$ cat src/rtl/core/assert_macros.svh
// Assertion macros for the RTL of the dual quadrature decoder.
// The bodies sample on clk and are disabled while rst is high.
`ifndef ASSERT_MACROS_SVH
`define ASSERT_MACROS_SVH

// Same-cycle implication
`define DQD_ASSERT_NOW(label, ante, cons, msg) \
  label: assert property (@(posedge clk) disable iff (rst) (ante) |-> (cons)) \
    else $error(msg);

// Next-cycle implication
`define DQD_ASSERT_NEXT(label, ante, cons, msg) \
  label: assert property (@(posedge clk) disable iff (rst) (ante) |=> (cons)) \
    else $error(msg);

`endif

$ cat src/rtl/core/dqd_pkg.sv
// Shared types, constants and the x4 transition table for the dual
// quadrature decoder. No dependencies.
`timescale 1ns / 1ps

package dqd_pkg;

  // Default widths
  localparam int DQD_COUNT_BITS      = 32;
  localparam int DQD_SCALE_FRAC_BITS = 16;

  // Datapath widths of the rate multiply
  localparam int RATE_W  = 32;
  localparam int SCALE_W = 32;
  localparam int MAG_W   = 64;
  localparam int SUM_W   = MAG_W + SCALE_W;

  // Pipeline depth: lane stages, then the output stage
  localparam int LANE_STG = 6;
  localparam int NUM_STG  = LANE_STG + 1;

  // Configuration space
  localparam int ADDR_W = 4;
  localparam int WIN_W  = 24;
  localparam logic [1:0] REG_WINDOW = 2'd0;
  localparam logic [1:0] REG_CPS    = 2'd1;
  localparam logic [1:0] REG_RPM    = 2'd2;

  localparam logic [WIN_W-1:0]   WINDOW_RST = 24'd100000;
  localparam logic [SCALE_W-1:0] CPS_RST    = 32'd655360;
  localparam logic [SCALE_W-1:0] RPM_RST    = 32'd38400;

  // Saturation limits
  localparam logic [RATE_W-1:0] SAT_POS = 32'h7FFF_FFFF;
  localparam logic [RATE_W-1:0] SAT_NEG = 32'h8000_0000;

  typedef enum logic [1:0] {
    STEP_NONE,
    STEP_FWD,
    STEP_REV
  } step_t;

  // Indexed by {previous A,B ; new A,B}
  localparam step_t STEP_TABLE [16] = '{
    STEP_NONE, STEP_REV,  STEP_FWD,  STEP_NONE,
    STEP_FWD,  STEP_NONE, STEP_NONE, STEP_REV,
    STEP_REV,  STEP_NONE, STEP_NONE, STEP_FWD,
    STEP_NONE, STEP_FWD,  STEP_REV,  STEP_NONE
  };

  // Control from the sequencer to each lane
  typedef struct packed {
    logic [LANE_STG:1] adv;
    logic              accept;
    logic              primed;
    logic              close;
  } dqd_ctl_t;

  // Control from the sequencer to the merge stage
  typedef struct packed {
    logic load;
    logic update;
    logic done;
  } dqd_mctl_t;

endpackage

$ cat src/rtl/core/dqd_merge.sv
// Output stage: combines both lanes into one result beat and keeps the
// speed registers of the last closed window. Depends on dqd_pkg.
`timescale 1ns / 1ps

module dqd_merge #(
  parameter int COUNT_BITS = dqd_pkg::DQD_COUNT_BITS
) (
  input  logic                              clk,
  input  logic                              rst,
  input  dqd_pkg::dqd_mctl_t                ctl,
  input  logic [COUNT_BITS-1:0]             pos_1,
  input  logic [COUNT_BITS-1:0]             pos_2,
  input  logic [dqd_pkg::RATE_W-1:0]        cps_1,
  input  logic [dqd_pkg::RATE_W-1:0]        cps_2,
  input  logic [dqd_pkg::RATE_W-1:0]        rpm_1,
  input  logic [dqd_pkg::RATE_W-1:0]        rpm_2,
  output logic signed [dqd_pkg::RATE_W-1:0] position_1,
  output logic signed [dqd_pkg::RATE_W-1:0] position_2,
  output logic signed [dqd_pkg::RATE_W-1:0] rate_cps_1,
  output logic signed [dqd_pkg::RATE_W-1:0] rate_cps_2,
  output logic signed [dqd_pkg::RATE_W-1:0] rate_rpm_1,
  output logic signed [dqd_pkg::RATE_W-1:0] rate_rpm_2,
  output logic                              window_done
);
  import dqd_pkg::*;

  // Speeds hold until the next window closes
  always_ff @(posedge clk) begin
    if (rst) begin
      rate_cps_1 <= '0;
      rate_cps_2 <= '0;
      rate_rpm_1 <= '0;
      rate_rpm_2 <= '0;
    end else if (ctl.update) begin
      rate_cps_1 <= signed'(cps_1);
      rate_cps_2 <= signed'(cps_2);
      rate_rpm_1 <= signed'(rpm_1);
      rate_rpm_2 <= signed'(rpm_2);
    end
  end

  // Positions sign extended or cut to the port width
  always_ff @(posedge clk) begin
    if (ctl.load) begin
      position_1  <= RATE_W'(signed'(pos_1));
      position_2  <= RATE_W'(signed'(pos_2));
      window_done <= ctl.done;
    end
  end

endmodule

$ cat config.mk
export PLATFORM = sky130hd
export DESIGN_NAME = dqd_merge
export DESIGN_NICKNAME = d
export VERILOG_FILES = /design/src/rtl/core/assert_macros.svh /design/src/rtl/core/dqd_pkg.sv /design/src/rtl/core/dqd_merge.sv
export SDC_FILE = /design/constraint.sdc
export NUM_CORES = 1
export LEC_CHECK = 0
export ABC_CLOCK_PERIOD_IN_PS = 800
export BUFFER_PORTS_ARGS = -buffer_cell sky130_fd_sc_hd__buf_2
export CELL_PAD_IN_SITES_DETAIL_PLACEMENT = 2
export CELL_PAD_IN_SITES_GLOBAL_PLACEMENT = 2
export CORE_MARGIN = 4
export CORE_UTILIZATION = 23
export CTS_CLUSTER_DIAMETER = 200
export DETAILED_ROUTE_END_ITERATION = 12
export PLACE_DENSITY_LB_ADDON = 0.08
export SETUP_SLACK_MARGIN = 0.5
export SLEW_MARGIN = 10
export SYNTH_ARGS = -nofsm -noshare
export SYNTH_HDL_FRONTEND = slang
export SYNTH_SLANG_ARGS = --single-unit
$ cat constraint.sdc
create_clock -name clk -period 0.8 [get_ports clk]
set_input_delay 0.16 -clock clk [delete_from_list [all_inputs] [get_ports clk]]
set_output_delay 0.16 -clock clk [all_outputs]
set_load 0.02 [all_outputs]
Word level (Yosys, flattened, before mapping)
Cells that the tools add are included.
{ "totals": {"latch_bits": 0, "ramBits": 0, "output_inout_bits": 193, "romBits": 0, "in_bits": 197, "memories": 0, "wordCells": 7, "regBits": 193} }
{ "classes": {"n_div": 0, "reduce_logical": 0, "order_cmp": 0, "n_bitwise": 0, "mux": 0, "n_shift": 0, "add_sub_neg": 0, "mul": 0, "n_eq_ne": 0} }

Depth between registers and ports, before layout
{ "depth": {"ltp_word": 0, "mapped_depth": 4, "ltp_nobuf": 2} }

Worst setup path before layout
OpenSTA, ideal clock, no wires.
{ "synth_path": {"kind": "input to register", "from": "input rst", "to": "register rate_cps_1[10] in the netlist's numbering", "cell_stages": 3, "n_path_buf": 2, "arrival_ns": 0.682, "t_required_ns": 0.683, "setup_ns": 0.117, "path_slack_ns": 0.001, "path_cell_list": "clkbuf_1 > buf_2 > nor2_1"} }
{ "synth_lines": {"columns": ["item", "line_no", "text"], "rows": [
  ["from (decl)", "dqd_merge.sv:9", "input logic rst,"],
  ["to (signal assigned)", "dqd_merge.sv:35", "rate_cps_1 <= signed'(cps_1);"],
  ["to (decl)", "dqd_merge.sv:19", "output logic signed [dqd_pkg::RATE_W-1:0] rate_cps_1,"]
]} }
No word-level cell between the ends.

Worst setup path after layout
{ "layout_path": {"from": "register position_1[26] in the netlist's numbering", "to": "output position_1[26] in the netlist's numbering"} }
{ "layout_lines": {"columns": ["item", "line_no", "text"], "rows": [
  ["from (decl)", "dqd_merge.sv:17", "output logic signed [dqd_pkg::RATE_W-1:0] position_1,"],
  ["from (signal assigned)", "dqd_merge.sv:45", "position_1 <= RATE_W'(signed'(pos_1));"]
]} }
No word-level cell between the ends.

==> run summary <==
RSZ-0062 raised after global routing - yes
CP arrival - 1040 ps
PD cells - 2060 nW/um2
Area growth syn-to-layout - 78.6%
status - finished, violations left
Max stage delay on crit path - 450 ps
largest net degree at the start of global routing - 46
switching share of power - 0.281
Yosys reg bits - 193
detailed router's first-iteration violation count - 138
Mapped Nets - 674
fin. max-slew vios - 0
P_int - 17.4 mW
Synth Area in Adders - 0
Total Nets Final - 1104
Area after DPL - 9610 um2
Worst Setup End Kind - output pin
CTS buffer count - 17
Clock Sink Count - 193
Final min period - 1200 ps
Buffers on Ports - 389
Warnings, synthesis - 0
CP cell instances - buf_6
max_slew headroom - 0.857
die height - 177 um
cells after synthesis - 477
sequential share of power - 0.456
failing checks - hold timing, setup timing
startpoint types - register
Buf+Inv Stages, Crit Path - 1
Synth Area in XOR/XNOR - 0
fmax - 0.835 GHz
Final Cycle Share - 1.50
Vias - 5324
final setup violation count - 199
Synth Area in Simple Gates - 0.0728
Netlist cell types - 8
fin worst setup slack - -397 ps
drt total wl - 25600 um
Starting Density - 0.235
mux contribution to synthesized area - 0.194
critical path type - register to output pin
Clk network pwr share - 0.372
area of the core - 28100 um2
WHS - -107 ps
Fin Clk Skew - 0 ps
CP max FO - 1
clk_lat worst skew - 430 ps
Overflow after GRT - 0
Worst EP required - 640 ps
CTS tree - built
die area - 31500 um2
post-detail-place hpwl - 20100 um
Psw - 6.80 mW
Vias/cell - 4.10
Chip Width - 177 um
CTS H-tree depth - 4
layout cell share with drive strength beyond 1 - 0.659
Max Cap Violations - 0
CTS Buffer Depth - 2
global-route wire length before repair - 37600 um
synthesized area - 6600 um2
Syn Area/Cell - 13.8 um2
clock root buffer - clkbuf_16
DRC viols - 0
Leakage - 5.38 nW
Hold Fails Final Rpt - 165
VDD IR-drop max - 1.13 mV
Setup WS pre-CTS - -230 ps
DR WL/cell - 19.7 um
worst hold path type - primary input to register
post-route cell area - 11800 um2
compound-cell area share of the yosys netlist - 0
RePlAce Congestion - 0.726
DRT antenna net count - 0
num rows - 61
IO Count - 390
GRT Overall Usage - 0.158
DRT Pass-1 Iters - 4
vias in the first global route - 6009
Worst Tran Pin Value - 214 ps
Worst path top cell family by delay - flip-flops
Combinational Power Share - 0.172
largest family of logic cells by synthesized area - multiplexers
Max stage delay cell, worst path - edfxtp_1
Filler cells - 2913
initial antenna violation count - 5
Clk pin slew, worst setup/hold paths - 90 ps
sequential-to-total area share from yosys stat - 0.684
## synth_stat cells (all sizes together)
library cell / number / area share
buf: 17 / 0.043
edfxtp: 65 / 0.30
nor2: 128 / 0.073
mux2i: 128 / 0.19
dfxtp: 128 / 0.39
clkbuf: 11 / 0.0063
## what timing repair did
| action | 4_1_cts | 5_1_grt |
|---|---|---|
| endpoints found under the setup margin | 386 | 368 |
| buffers inserted | 8 | 8 |
| cloned | 5 | 1 |
| hold endpoints to repair | 192 | 154 |
| pin swaps | 6 | 23 |
| resized for setup | 354 | 35 |
## power groups by stage
| stage | combinational, mW | sequential [mW] | clock (mW) |
|---|---|---|---|
| after floorplan | 0.899 | 11.9 | 0 |
| after global placement | 3.22 | 11.1 | 0 |
| after detailed placement | 3.32 | 11.1 | 0 |
| after CTS | 4.11 | 11.1 | 9.43 |
| after global routing | 4.45 | 11.1 | 9.85 |
| final | 4.17 | 11.1 | 9.02 |
## through the flow
step / total power [mW] / TNS [ps] / cells / util
after floorplan: 12.8 / 0 / 477 / -
after global routing: 25.4 / -64930 / 1300 / 0.420
after detailed placement: 14.5 / -24330 / 1244 / 0.342
final: 24.2 / -55700 / 1300 / 0.420
after CTS: 24.6 / -61920 / 1289 / 0.412
after global placement: 14.3 / -18700 / 1244 / 0.342
## sequential cells by signal, indices dropped and copies added, names as in the netlist
signal,cells
rate_cps_1,32
window_done,1
rate_cps_2,32
position_2,32
rate_rpm_1,32
position_1,32
rate_rpm_2,32
## routing by layer
layer	track usage	wire length [um]
met5	0	39
met4	0.0451	344
met3	0.0562	1980
met2	0.296	14000
met1	0.166	9170
## cell families after synthesis
kind of cell | Yosys count
buffers and inverters | 28
and+or+nand+nor | 128
DFF | 193
muxes | 128
## cell type report
cell class              count  area [um2]  area share
multi-input cells         256        1790       0.152
repair buffers            439        3890       0.330
well taps                 378         473      0.0401
diodes                      2        5.00    0.000424
flip-flops and latches    193        4990       0.424
clock buffers              17         425      0.0361
clock inverters            15         215      0.0182
## placed cells by master, fill, tap and decap left out, types with 5 or more instances in the layout
cell type  count
nor2_1       128
buf_6        192
buf_16         5
clkbuf_16     18
mux2i_1      121
mux2i_2        7
clkinv_8       6
edfxtp_1      65
buf_4         12
buf_2        207
buf_12        22
dfxtp_4      128
## worst paths after layout
kind                                      from              to  slack, ps  depth (start not counted)
worst max register to register  rate_rpm_1[12]  rate_rpm_1[12]        -70                          4
worst max-delay path            position_1[26]  position_1[26]       -400                          1
worst min register to register  rate_rpm_2[21]  rate_rpm_2[21]        500                          2
worst min-delay path                 pos_2[24]  position_2[24]       -110                          1
Power figures use the tool's default switching activity.
